$ cat src/rtl/dcb_pkg.sv
// Shared widths, constants, register indexes and types of the DC-blocking filter.
// No dependencies.
package dcb_pkg;

  localparam int SAMPLE_W   = 16;
  localparam int ACC_W      = 32;
  localparam int FACTOR_W   = 7;
  localparam int SHIFT_W    = 5;
  localparam int AMT_W      = 4;
  localparam int CFG_IDX_W  = 2;
  localparam int CFG_DATA_W = 7;
  localparam int COEF_W     = 17;
  localparam int PROD_W     = ACC_W + COEF_W;
  localparam int FRAC_W     = 16;

  // 0.995 as unsigned Q0.16, kept one bit wider so the multiply is signed
  localparam logic [COEF_W-1:0]         DCB_COEF     = 17'd65208;
  localparam logic signed [SHIFT_W-1:0] SHIFT_LIMIT  = 5'sd8;
  localparam logic [FACTOR_W-1:0]       FACTOR_RESET = 7'd1;
  localparam logic [SHIFT_W-1:0]        GAIN_RESET   = 5'd0;

  typedef enum logic [CFG_IDX_W-1:0] {
    REG_DECIM = 2'd0,
    REG_GAIN  = 2'd1
  } cfg_reg_t;

  // Accumulator to filter: group closed this beat, and its scaled sum
  typedef struct packed {
    logic             close;
    logic [ACC_W-1:0] x;
  } dcb_group_t;

  // Filter result for the output register
  typedef struct packed {
    logic signed [SAMPLE_W-1:0] sample;
    logic                       clipped;
  } dcb_result_t;

endpackage

$ cat src/rtl/dcb_accum.sv
// Group accumulator: sums samples, closes a group at the decimation factor,
// applies the clamped gain shift. Depends on dcb_pkg.
module dcb_accum (
  input  logic                                 clk,
  input  logic                                 rst_n,
  input  logic                                 fire,
  input  logic signed [dcb_pkg::SAMPLE_W-1:0]  sample,
  input  logic [dcb_pkg::FACTOR_W-1:0]         factor,
  input  logic signed [dcb_pkg::SHIFT_W-1:0]   gain,
  output dcb_pkg::dcb_group_t                  grp
);

  logic [dcb_pkg::ACC_W-1:0]    group_sum_r, group_sum_nxt;
  logic [dcb_pkg::FACTOR_W-1:0] group_count_r, group_count_nxt;
  logic [dcb_pkg::ACC_W-1:0]    sum_new;
  logic [dcb_pkg::FACTOR_W-1:0] count_new;
  logic [dcb_pkg::FACTOR_W-1:0] factor_eff;
  logic signed [dcb_pkg::SHIFT_W-1:0] gain_clamped;
  logic [dcb_pkg::AMT_W-1:0]    amt;
  logic                         close;

  assign sum_new   = group_sum_r + {{(dcb_pkg::ACC_W - dcb_pkg::SAMPLE_W){sample[dcb_pkg::SAMPLE_W-1]}},
                                    sample};
  assign count_new = group_count_r + dcb_pkg::FACTOR_W'(1);
  // A zero factor behaves as one
  assign factor_eff = (factor == '0) ? dcb_pkg::FACTOR_W'(1) : factor;
  assign close      = (count_new == '0) || (count_new >= factor_eff);

  always_comb begin
    if (gain > dcb_pkg::SHIFT_LIMIT) begin
      gain_clamped = dcb_pkg::SHIFT_LIMIT;
    end else if (gain < -dcb_pkg::SHIFT_LIMIT) begin
      gain_clamped = -dcb_pkg::SHIFT_LIMIT;
    end else begin
      gain_clamped = gain;
    end
  end

  assign amt = gain_clamped[dcb_pkg::SHIFT_W-1] ? dcb_pkg::AMT_W'(-gain_clamped)
                                                 : dcb_pkg::AMT_W'(gain_clamped);

  always_comb begin
    grp.close = close;
    if (gain_clamped[dcb_pkg::SHIFT_W-1]) begin
      grp.x = $unsigned($signed(sum_new) >>> amt);
    end else begin
      grp.x = sum_new << amt;
    end
  end

  always_comb begin
    group_sum_nxt   = group_sum_r;
    group_count_nxt = group_count_r;
    if (fire) begin
      group_sum_nxt   = close ? '0 : sum_new;
      group_count_nxt = close ? '0 : count_new;
    end
  end

  always_ff @(posedge clk) begin
    if (!rst_n) begin
      group_sum_r   <= '0;
      group_count_r <= '0;
    end else begin
      group_sum_r   <= group_sum_nxt;
      group_count_r <= group_count_nxt;
    end
  end

endmodule

$ cat src/rtl/dcb_filter.sv
// First-order DC-blocking high-pass with 16-bit saturation.
// Depends on dcb_pkg.
module dcb_filter (
  input  logic                         clk,
  input  logic                         rst_n,
  input  logic                         fire,
  input  logic [dcb_pkg::ACC_W-1:0]    x,
  output dcb_pkg::dcb_result_t         res
);

  logic [dcb_pkg::ACC_W-1:0]         x_prev_r, x_prev_nxt;
  logic [dcb_pkg::ACC_W-1:0]         y_prev_r, y_prev_nxt;
  logic signed [dcb_pkg::PROD_W-1:0] prod;
  logic signed [dcb_pkg::PROD_W-1:0] prod_biased;
  logic [dcb_pkg::ACC_W-1:0]         fb;
  logic [dcb_pkg::ACC_W-1:0]         y;
  logic                              over, under;

  assign prod = $signed(y_prev_r) * $signed(dcb_pkg::DCB_COEF);
  // Bias negative products so the arithmetic shift truncates toward zero
  assign prod_biased = prod + (prod[dcb_pkg::PROD_W-1]
                               ? dcb_pkg::PROD_W'((1 << dcb_pkg::FRAC_W) - 1)
                               : dcb_pkg::PROD_W'(0));
  assign fb = prod_biased[dcb_pkg::FRAC_W +: dcb_pkg::ACC_W];
  assign y  = x - x_prev_r + fb;

  assign over  = !y[dcb_pkg::ACC_W-1] &&  (|y[dcb_pkg::ACC_W-2:dcb_pkg::SAMPLE_W-1]);
  assign under =  y[dcb_pkg::ACC_W-1] && !(&y[dcb_pkg::ACC_W-2:dcb_pkg::SAMPLE_W-1]);

  always_comb begin
    res.clipped = over || under;
    if (over) begin
      res.sample = {1'b0, {(dcb_pkg::SAMPLE_W-1){1'b1}}};
    end else if (under) begin
      res.sample = {1'b1, {(dcb_pkg::SAMPLE_W-1){1'b0}}};
    end else begin
      res.sample = y[dcb_pkg::SAMPLE_W-1:0];
    end
  end

  assign x_prev_nxt = fire ? x : x_prev_r;
  assign y_prev_nxt = fire ? y : y_prev_r;

  always_ff @(posedge clk) begin
    if (!rst_n) begin
      x_prev_r <= '0;
      y_prev_r <= '0;
    end else begin
      x_prev_r <= x_prev_nxt;
      y_prev_r <= y_prev_nxt;
    end
  end

endmodule

$ cat src/rtl/decimating_dc_blocking_filter.sv
// Top level of the decimating DC-blocking filter: config registers, input
// register, output register. Depends on dcb_pkg, dcb_accum, dcb_filter.
//
//   port group   direction   handshake            payload
//   in_          sink        in_valid/in_stall    in_raw_sample
//   out_         source      out_valid/out_stall  out_filtered_sample, out_clipped
//   cfg_         sink        cfg_we               cfg_index, cfg_data
//
// One sample per cycle sustained while the output is not stalled. The sample that
// closes a group passes the input register; its result is then registered in the
// output register. The y feedback loop does one multiply and add per group.
// Reset is synchronous, active low, and clears filter and group state.
// A stalled result holds the output register; the input register keeps
// taking beats as long as the output can advance or the input register is empty.
module decimating_dc_blocking_filter (
  input  logic                                clk,
  input  logic                                rst_n,
  input  logic                                in_valid,
  output logic                                in_stall,
  input  logic signed [dcb_pkg::SAMPLE_W-1:0] in_raw_sample,
  output logic                                out_valid,
  input  logic                                out_stall,
  output logic signed [dcb_pkg::SAMPLE_W-1:0] out_filtered_sample,
  output logic                                out_clipped,
  input  logic                                cfg_we,
  input  logic [dcb_pkg::CFG_IDX_W-1:0]       cfg_index,
  input  logic [dcb_pkg::CFG_DATA_W-1:0]      cfg_data
);

  logic [dcb_pkg::FACTOR_W-1:0]        factor_r, factor_nxt;
  logic signed [dcb_pkg::SHIFT_W-1:0]  gain_r, gain_nxt;
  logic                                s1_valid_r, s1_valid_nxt;
  logic signed [dcb_pkg::SAMPLE_W-1:0] s1_sample_r, s1_sample_nxt;
  logic                                out_valid_r, out_valid_nxt;
  logic signed [dcb_pkg::SAMPLE_W-1:0] out_sample_r, out_sample_nxt;
  logic                                out_clipped_r, out_clipped_nxt;
  logic                                advance;
  logic                                fire;
  logic                                in_take;
  dcb_pkg::dcb_group_t                 grp;
  dcb_pkg::dcb_result_t                res;

  always_comb begin
    factor_nxt = factor_r;
    gain_nxt   = gain_r;
    if (cfg_we) begin
      case (cfg_index)
        dcb_pkg::REG_DECIM: factor_nxt = cfg_data[dcb_pkg::FACTOR_W-1:0];
        dcb_pkg::REG_GAIN:  gain_nxt   = $signed(cfg_data[dcb_pkg::SHIFT_W-1:0]);
        default: ;
      endcase
    end
  end

  // Output register may load when empty or when its beat leaves
  assign advance  = !out_valid_r || !out_stall;
  assign fire     = s1_valid_r && advance;
  assign in_stall = s1_valid_r && !advance;
  assign in_take  = in_valid && !in_stall;

  assign s1_valid_nxt  = in_take || (s1_valid_r && !advance);
  assign s1_sample_nxt = in_take ? in_raw_sample : s1_sample_r;

  always_comb begin
    out_valid_nxt   = out_valid_r;
    out_sample_nxt  = out_sample_r;
    out_clipped_nxt = out_clipped_r;
    if (advance) begin
      out_valid_nxt = fire && grp.close;
    end
    if (fire && grp.close) begin
      out_sample_nxt  = res.sample;
      out_clipped_nxt = res.clipped;
    end
  end

  dcb_accum u_accum (
    .clk    (clk),
    .rst_n  (rst_n),
    .fire   (fire),
    .sample (s1_sample_r),
    .factor (factor_r),
    .gain   (gain_r),
    .grp    (grp)
  );

  dcb_filter u_filter (
    .clk   (clk),
    .rst_n (rst_n),
    .fire  (fire && grp.close),
    .x     (grp.x),
    .res   (res)
  );

  always_ff @(posedge clk) begin
    if (!rst_n) begin
      factor_r    <= dcb_pkg::FACTOR_RESET;
      gain_r      <= $signed(dcb_pkg::GAIN_RESET);
      s1_valid_r  <= 1'b0;
      out_valid_r <= 1'b0;
    end else begin
      factor_r    <= factor_nxt;
      gain_r      <= gain_nxt;
      s1_valid_r  <= s1_valid_nxt;
      out_valid_r <= out_valid_nxt;
    end
  end

  always_ff @(posedge clk) begin
    s1_sample_r   <= s1_sample_nxt;
    out_sample_r  <= out_sample_nxt;
    out_clipped_r <= out_clipped_nxt;
  end

  assign out_valid           = out_valid_r;
  assign out_filtered_sample = out_sample_r;
  assign out_clipped         = out_clipped_r;

endmodule

$ cat config.mk
export PLATFORM = sky130hd
export DESIGN_NAME = decimating_dc_blocking_filter
export DESIGN_NICKNAME = d
export VERILOG_FILES = /design/src/rtl/dcb_pkg.sv /design/src/rtl/dcb_accum.sv /design/src/rtl/dcb_filter.sv /design/src/rtl/decimating_dc_blocking_filter.sv
export SDC_FILE = /design/constraint.sdc
export NUM_CORES = 1
export LEC_CHECK = 0
export BUFFER_PORTS_ARGS = -buffer_cell sky130_fd_sc_hd__buf_2
export CORE_MARGIN = 3
export CORE_UTILIZATION = 55
export CTS_CLUSTER_DIAMETER = 60
export CTS_CLUSTER_SIZE = 12
export DETAILED_ROUTE_END_ITERATION = 8
export PLACE_DENSITY = 0.68
export SYNTH_ARGS = -nofsm -noshare
export SYNTH_HDL_FRONTEND = slang
export SYNTH_SLANG_ARGS = --single-unit
$ cat constraint.sdc
create_clock -name clk -period 18 [get_ports clk]
set_input_delay 3.6 -clock clk [delete_from_list [all_inputs] [get_ports clk]]
set_output_delay 3.6 -clock clk [all_outputs]
set_load 0.02 [all_outputs]
# [Word-level counts from Yosys, hierarchy flattened]
# Index checks and enable logic that the tools add are counted.
[totals] ff_bits=150 inputBits=30 output_inout_bits=19 elab_cells=56
[classes] n_addsub=6 n_mul=1 order_cmp=3 eq_ne=1 n_shift=2 muxes=9 n_reduce_logical=23
[op_table] op="adder 32 bit" n=2
[op_table] op="2-to-1 mux 32 bit" n=2
[op_table] op="adder 48 bit" n=1
[op_table] op="multiplier 32 x 14 -> 46 bit, second input constant" n=1
[op_table] op="2-to-1 mux 16 bit" n=2
[op_table] op="left shift 32 x 4 -> 32 bit" n=1
[op_table] op=">>> shifter 32 x 4 -> 32 bit" n=1
[op_table] op="subtractor 32 bit" n=1
[op_table] op="AND reduction 16 bit" n=1
[op_table] op="OR reduction 16 bit" n=1
[op_table] op="zero test 7 bit" n=2
[op_table] op="2-to-1 mux 7 bit" n=2
[op_table] op="2-to-1 mux 5 bit" n=2
[op_table] op="adder 7 x 1 -> 7 bit, second input constant" n=1
[op_table] op=">= comparator 7 bit" n=1
[op_table] op="logical AND 1 bit" n=6
[op_table] op="zero test 1 bit" n=6
[op_table] op="> comparator 5 bit, second input constant" n=1
[op_table] op="less-than comparator 5 x 4 -> 1 bit, second input constant" n=1
[op_table] op="logical OR 1 bit" n=4
[op_table] op="2-to-1 mux 4 bit" n=1
[op_table] op="negator 4 bit" n=1
[op_table] op="AND reduction 2 bit" n=2
[op_table] op="== test 2 x 1 -> 1 bit, second input constant" n=1
[op_table] op="zero test 2 bit" n=1

# [Longest topological paths before layout]
[logic_depth] ltp_word=13 depth_mapped=47 mapped_depth_nobuf=44

# [By module]
# From an unflattened synthesis, not the netlist that was laid out.
[hier_totals] hier_cells=3171 hier_area_um2=26828.2
[modules_own_cells] module="dcb_filter" n_inst=1 cells_each=1980 area_each_um2=17748.3 seq_area_each_um2=1281.2
[modules_own_cells] module="dcb_accum" n_inst=1 cells_each=1099 area_each_um2=7517.2 seq_area_each_um2=780.7
[modules_own_cells] module="decimating_dc_blocking_filter" n_inst=1 cells_each=92 area_each_um2=1562.7 seq_area_each_um2=1271.2

# [Worst setup path after synthesis]
# Ideal clock, no wire load.
[synth_path] path_type="reg-to-reg" from="register u_filter.y_prev_r[31] in the netlist's numbering" to="register out_sample_r (netlist bit out_filtered_sample[4]) (data pin)" setup_ns=0.153 arrival_time_ns=12.120 required_time_ns=17.847 path_slack_ns=5.727 stages_incl_launch_ff=46 path_buffers=3 synth_period_minus_slack_ns=12.273 cell_sequence="dfxtp_1 clkbuf_1 inv_1 fa_1 inv_1 fa_1 fa_1 inv_1 fa_1 inv_1 fa_1 inv_1 fa_1 inv_1 ha_1 clkbuf_1 and3_1 and4_1 (+10 left out) and2_1 clkbuf_1 nand2b_1 nor3_1 xor2_1 fa_1 ha_1 nor2b_1 o31a_1 o21ai_0 a21oi_1 nor3_1 xor2_1 or4_1 or4_1 nor3_1 nand3_1 o22ai_1"
[synth_between] elab_chain_cells=8 word_cells_on_any_way=11 classes_between="add/sub: 2; mul: 1; mux: 2; reduce/logical: 6"
[synth_rtl] item="from (decl)" line_no="dcb_filter.sv:12" source="logic [dcb_pkg::ACC_W-1:0] y_prev_r, y_prev_nxt;"
[synth_rtl] item="from (signal assigned)" line_no="dcb_filter.sv:50" source="y_prev_r <= y_prev_nxt;"
[synth_rtl] item="multiplier 32 x 14 -> 46 bit *" line_no="dcb_filter.sv:19" source="assign prod = $signed(y_prev_r) * $signed(dcb_pkg::DCB_COEF);"
[synth_rtl] item="2-to-1 mux 16 bit" line_no="dcb_filter.sv:22" source="? dcb_pkg::PROD_W'((1 << dcb_pkg::FRAC_W) - 1)"
[synth_rtl] item="adder 48 bit *" line_no="dcb_filter.sv:21" source="assign prod_biased = prod + (prod[dcb_pkg::PROD_W-1]"
[synth_rtl] item="adder 32 bit *" line_no="dcb_filter.sv:25" source="assign y = x - x_prev_r + fb;"
[synth_rtl] item="AND reduction 16 bit" line_no="dcb_filter.sv:28" source="assign under = y[dcb_pkg::ACC_W-1] && !(&y[dcb_pkg::ACC_W-2:dcb_pkg::SAMPLE_W-1]);"
[synth_rtl] item="zero test 1 bit" line_no="dcb_filter.sv:28"
[synth_rtl] item="logical AND 1 bit" line_no="dcb_filter.sv:28"
[synth_rtl] item="2-to-1 mux 16 bit" line_no="dcb_filter.sv:34" source="end else if (under) begin"
[synth_rtl] item="to (signal assigned)" line_no="decimating_dc_blocking_filter.sv:111" source="out_sample_r <= out_sample_nxt;"
[synth_rtl] item="to (decl)" line_no="decimating_dc_blocking_filter.sv:35" source="logic signed [dcb_pkg::SAMPLE_W-1:0] out_sample_r, out_sample_nxt;"
# Mark *: on every way between the ends. The rest lies on a longest branch, timed or not.
# A chain may end at the register's enable or synchronous reset.

# [Worst setup path after layout]
[layout_path] from="register u_filter.y_prev_r[4] in the netlist's numbering" to="register out_sample_r (netlist bit out_filtered_sample[8]) (data pin)"
# The elaborated chain is that of the path after synthesis.

==> reports/qor.yml <==
regArea_mm2: 0.00333
drive_gt1_share_pct: 5.92
ctsHoldBuffers: 0
antenna_found_initial: 1
ant_nets: 0
finalHoldViolCount: 0
routed_wl_um: 80600
die_h_um: 224
post_cts_buffers: 0
first_iter_violations: 1969
cp_top_family: "adder cells"
io_buffers: 48
track_usage_pct: 32.4
required_ps: 18290
cts.clk_slew.worst_paths_ps: 70
synth_area_leaders: "fa_1 (23%), ha_1 (12%), dfxtp_1 (9.0%)"
yosysSeqAreaShare_pct: 12.8
critPathMostFrequentCell: "fa_1"
cap_violations: 0
place_congestion: 0.979
core_area_mm2: 0.0468
first_pass_iters: 6
tns_ps: 0
critPathCaptureType: "flip-flop"
fmax_ghz: 0.0722
place_inst: 3681
insertedDiodeCount: 0
period_minus_slack_ps: 13850
slew_viol_final: 0
cts_max_path_buffers: 2
maxSlewHeadroom_pct: 9.77
synth-warning-count: 0
ys_seq_elements: 150
slowest_stage: "nor3_1"
syn_area_per_cell_um2: 8.31
critPathBufInv: 4
via_count: 23000
dp_slack_ps: 4370
stdcell_count: 3713
die_w_um: 224
outcome: "finished, final reports clean"
worstPathMaxFanout: 10
drt-vias-per-instance: 6.20
grt_pass1_wl_um: 127000
worst-setup-path-type: "reg -> reg"
synth_area_mm2: 0.0261
syn_inst: 3144
synth.top_cell.area_share_pct: 22.7
fillCellCount: 4305
startpoint_type: "flip-flop"
fin_nets: 3668
dieArea_mm2: 0.0502
synth_edf_count: 33
fin_crit_sh_pct: 77.0
fin_skew_ps: 13.4
fin_ws_ps: 4150
multi_input_comb_area_mm2: 0.0204
clkLatencyLatePin_ps: 470
start_util_pct: 55.9
h-tree-depth: 4
wl_per_cell_um: 21.7
synth_commonest_cells: "inv_1 (478), fa_1 (297), nand2_1 (258)"
cts_resized: 0
synth_top_area_cell: "fa_1"
io_pins: 49
ys.flop_type: "dfxtp_1"
area.growth.synth_to_final_pct: 4.47
cts_num_sinks: 150
dp_hpwl_um: 66500
rsz0062_at_grt: "false"
synth_cell_types: 112
route.detailed.drc: 0
hp-class: "reg -> reg"
tightest_slew_ps: 1340
ys_async_sr_fraction_pct: 0
syn-num-nets: 3719
num_rows: 79
grt_pass1_vias: 22600
setup_viol: 0
grt_overflow: 0
grt_max_degree: 70
cts_made_buffers: 17
clock-root-buffer: "clkbuf_16"
post-synth-top-count-cell: "inv_1"
cpPeakStageDelay_ps: 740
arrival_ps: 14150
cts_tree: "done"
## layout make-up
| cell class | instances | share of cell area (%) |
|---|---|---|
| clock inverter | 13 | 0.541 |
| inverter | 481 | 6.62 |
| tap | 607 | 2.78 |
| sequential | 150 | 12.2 |
| clock buffer | 19 | 1.59 |
| multi-input combinational | 2374 | 74.8 |
| timing repair buffer | 69 | 1.46 |
## state kept, by name (all words and copies together) (netlist names)
| signal | count |
|---|---|
| out_valid | 1 |
| u_accum.group_sum_r | 32 |
| s1_valid_r | 1 |
| u_filter.y_prev_r | 32 |
| u_accum.group_count_r | 7 |
| u_filter.x_prev_r | 32 |
| out_filtered_sample | 16 |
| factor_r | 7 |
| gain_r | 5 |
| out_clipped | 1 |
| s1_sample_r | 16 |
## worst register-to-register path, delay by kind of cell, from the launching register on
family | cells | cell delay, ps
AO/OA/AOI/OAI | 10 | 3370
adder cells (fa/ha/maj) | 10 | 4580
AND/OR/NAND/NOR | 17 | 4560
buffers and inverters | 4 | 380
XOR/XNOR | 1 | 220
flip-flops | 1 | 560
## cells in the final DEF, fill, tap and decap left out, types with 14 or more instances in the layout
cell type,n
buf_2,48
nor2_1,190
nand3_1,68
o21ai_0,131
o211ai_1,49
and2_1,32
dfxtp_1,117
xor2_1,59
o21a_1,34
nand4_1,36
o31ai_1,16
nor2b_1,14
mux2i_1,36
edfxtp_1,33
a21oi_1,235
nor4_1,21
nor3_1,75
and3_1,30
fa_1,297
clkbuf_16,17
or3_1,21
xnor2_1,78
a31oi_1,37
buf_4,21
a211o_1,17
a211oi_1,34
nand2_1,256
inv_1,477
ha_1,248
a21o_1,65
## through the flow
step | cell area, um2 | utilization, % | hold slack [ps]
5_1_grt | 27300 | 58.4 | 479
4_1_cts | 27300 | 58.4 | 457
3_5_place_dp | 26700 | 57.2 | 447
2_1_floorplan | 26100 | - | 436
6_report | 27300 | 58.4 | 455
3_3_place_gp | 26700 | 57.2 | 445
## per-layer routing
| metal | global-route usage, % | routed length [um] |
|---|---|---|
| met5 | 0 | 13 |
| met3 | 4.59 | 4760 |
| met2 | 53.3 | 38000 |
| met1 | 43.7 | 34400 |
| met4 | 12.1 | 3390 |
## worst paths after layout
kind	start	endpoint	slack, ps	cells after the start
setup / recovery	u_filter.y_prev_r[4]$_SDFFE_PN0P_	out_filtered_sample[8]$_SDFFCE_PP1P_	4150	42
hold / removal	u_accum.group_sum_r[24]$_SDFFE_PN0P_	u_accum.group_sum_r[24]$_SDFFE_PN0P_	460	2
setup reg to reg	u_filter.y_prev_r[4]$_SDFFE_PN0P_	out_filtered_sample[8]$_SDFFCE_PP1P_	4150	42
hold reg to reg	u_accum.group_sum_r[24]$_SDFFE_PN0P_	u_accum.group_sum_r[24]$_SDFFE_PN0P_	460	2
## kinds of logic (layout without fill, tap and decap cells)
kind of cell    count (synthesis)  count (layout)  synth area share (%)
compound gates                805             805                  20.5
xor+xnor                      139             139                  4.74
fa+ha+maj                     545             545                  34.6
buf+inv                       620             582                  9.27
flops                         150             150                  12.8
mux                            58              58                  2.73
simple gates                  827             827                  15.4
Power is left out: the tool's default activity adds up to more than one toggle a clock period on the data nets, which glitch-free logic cannot reach.
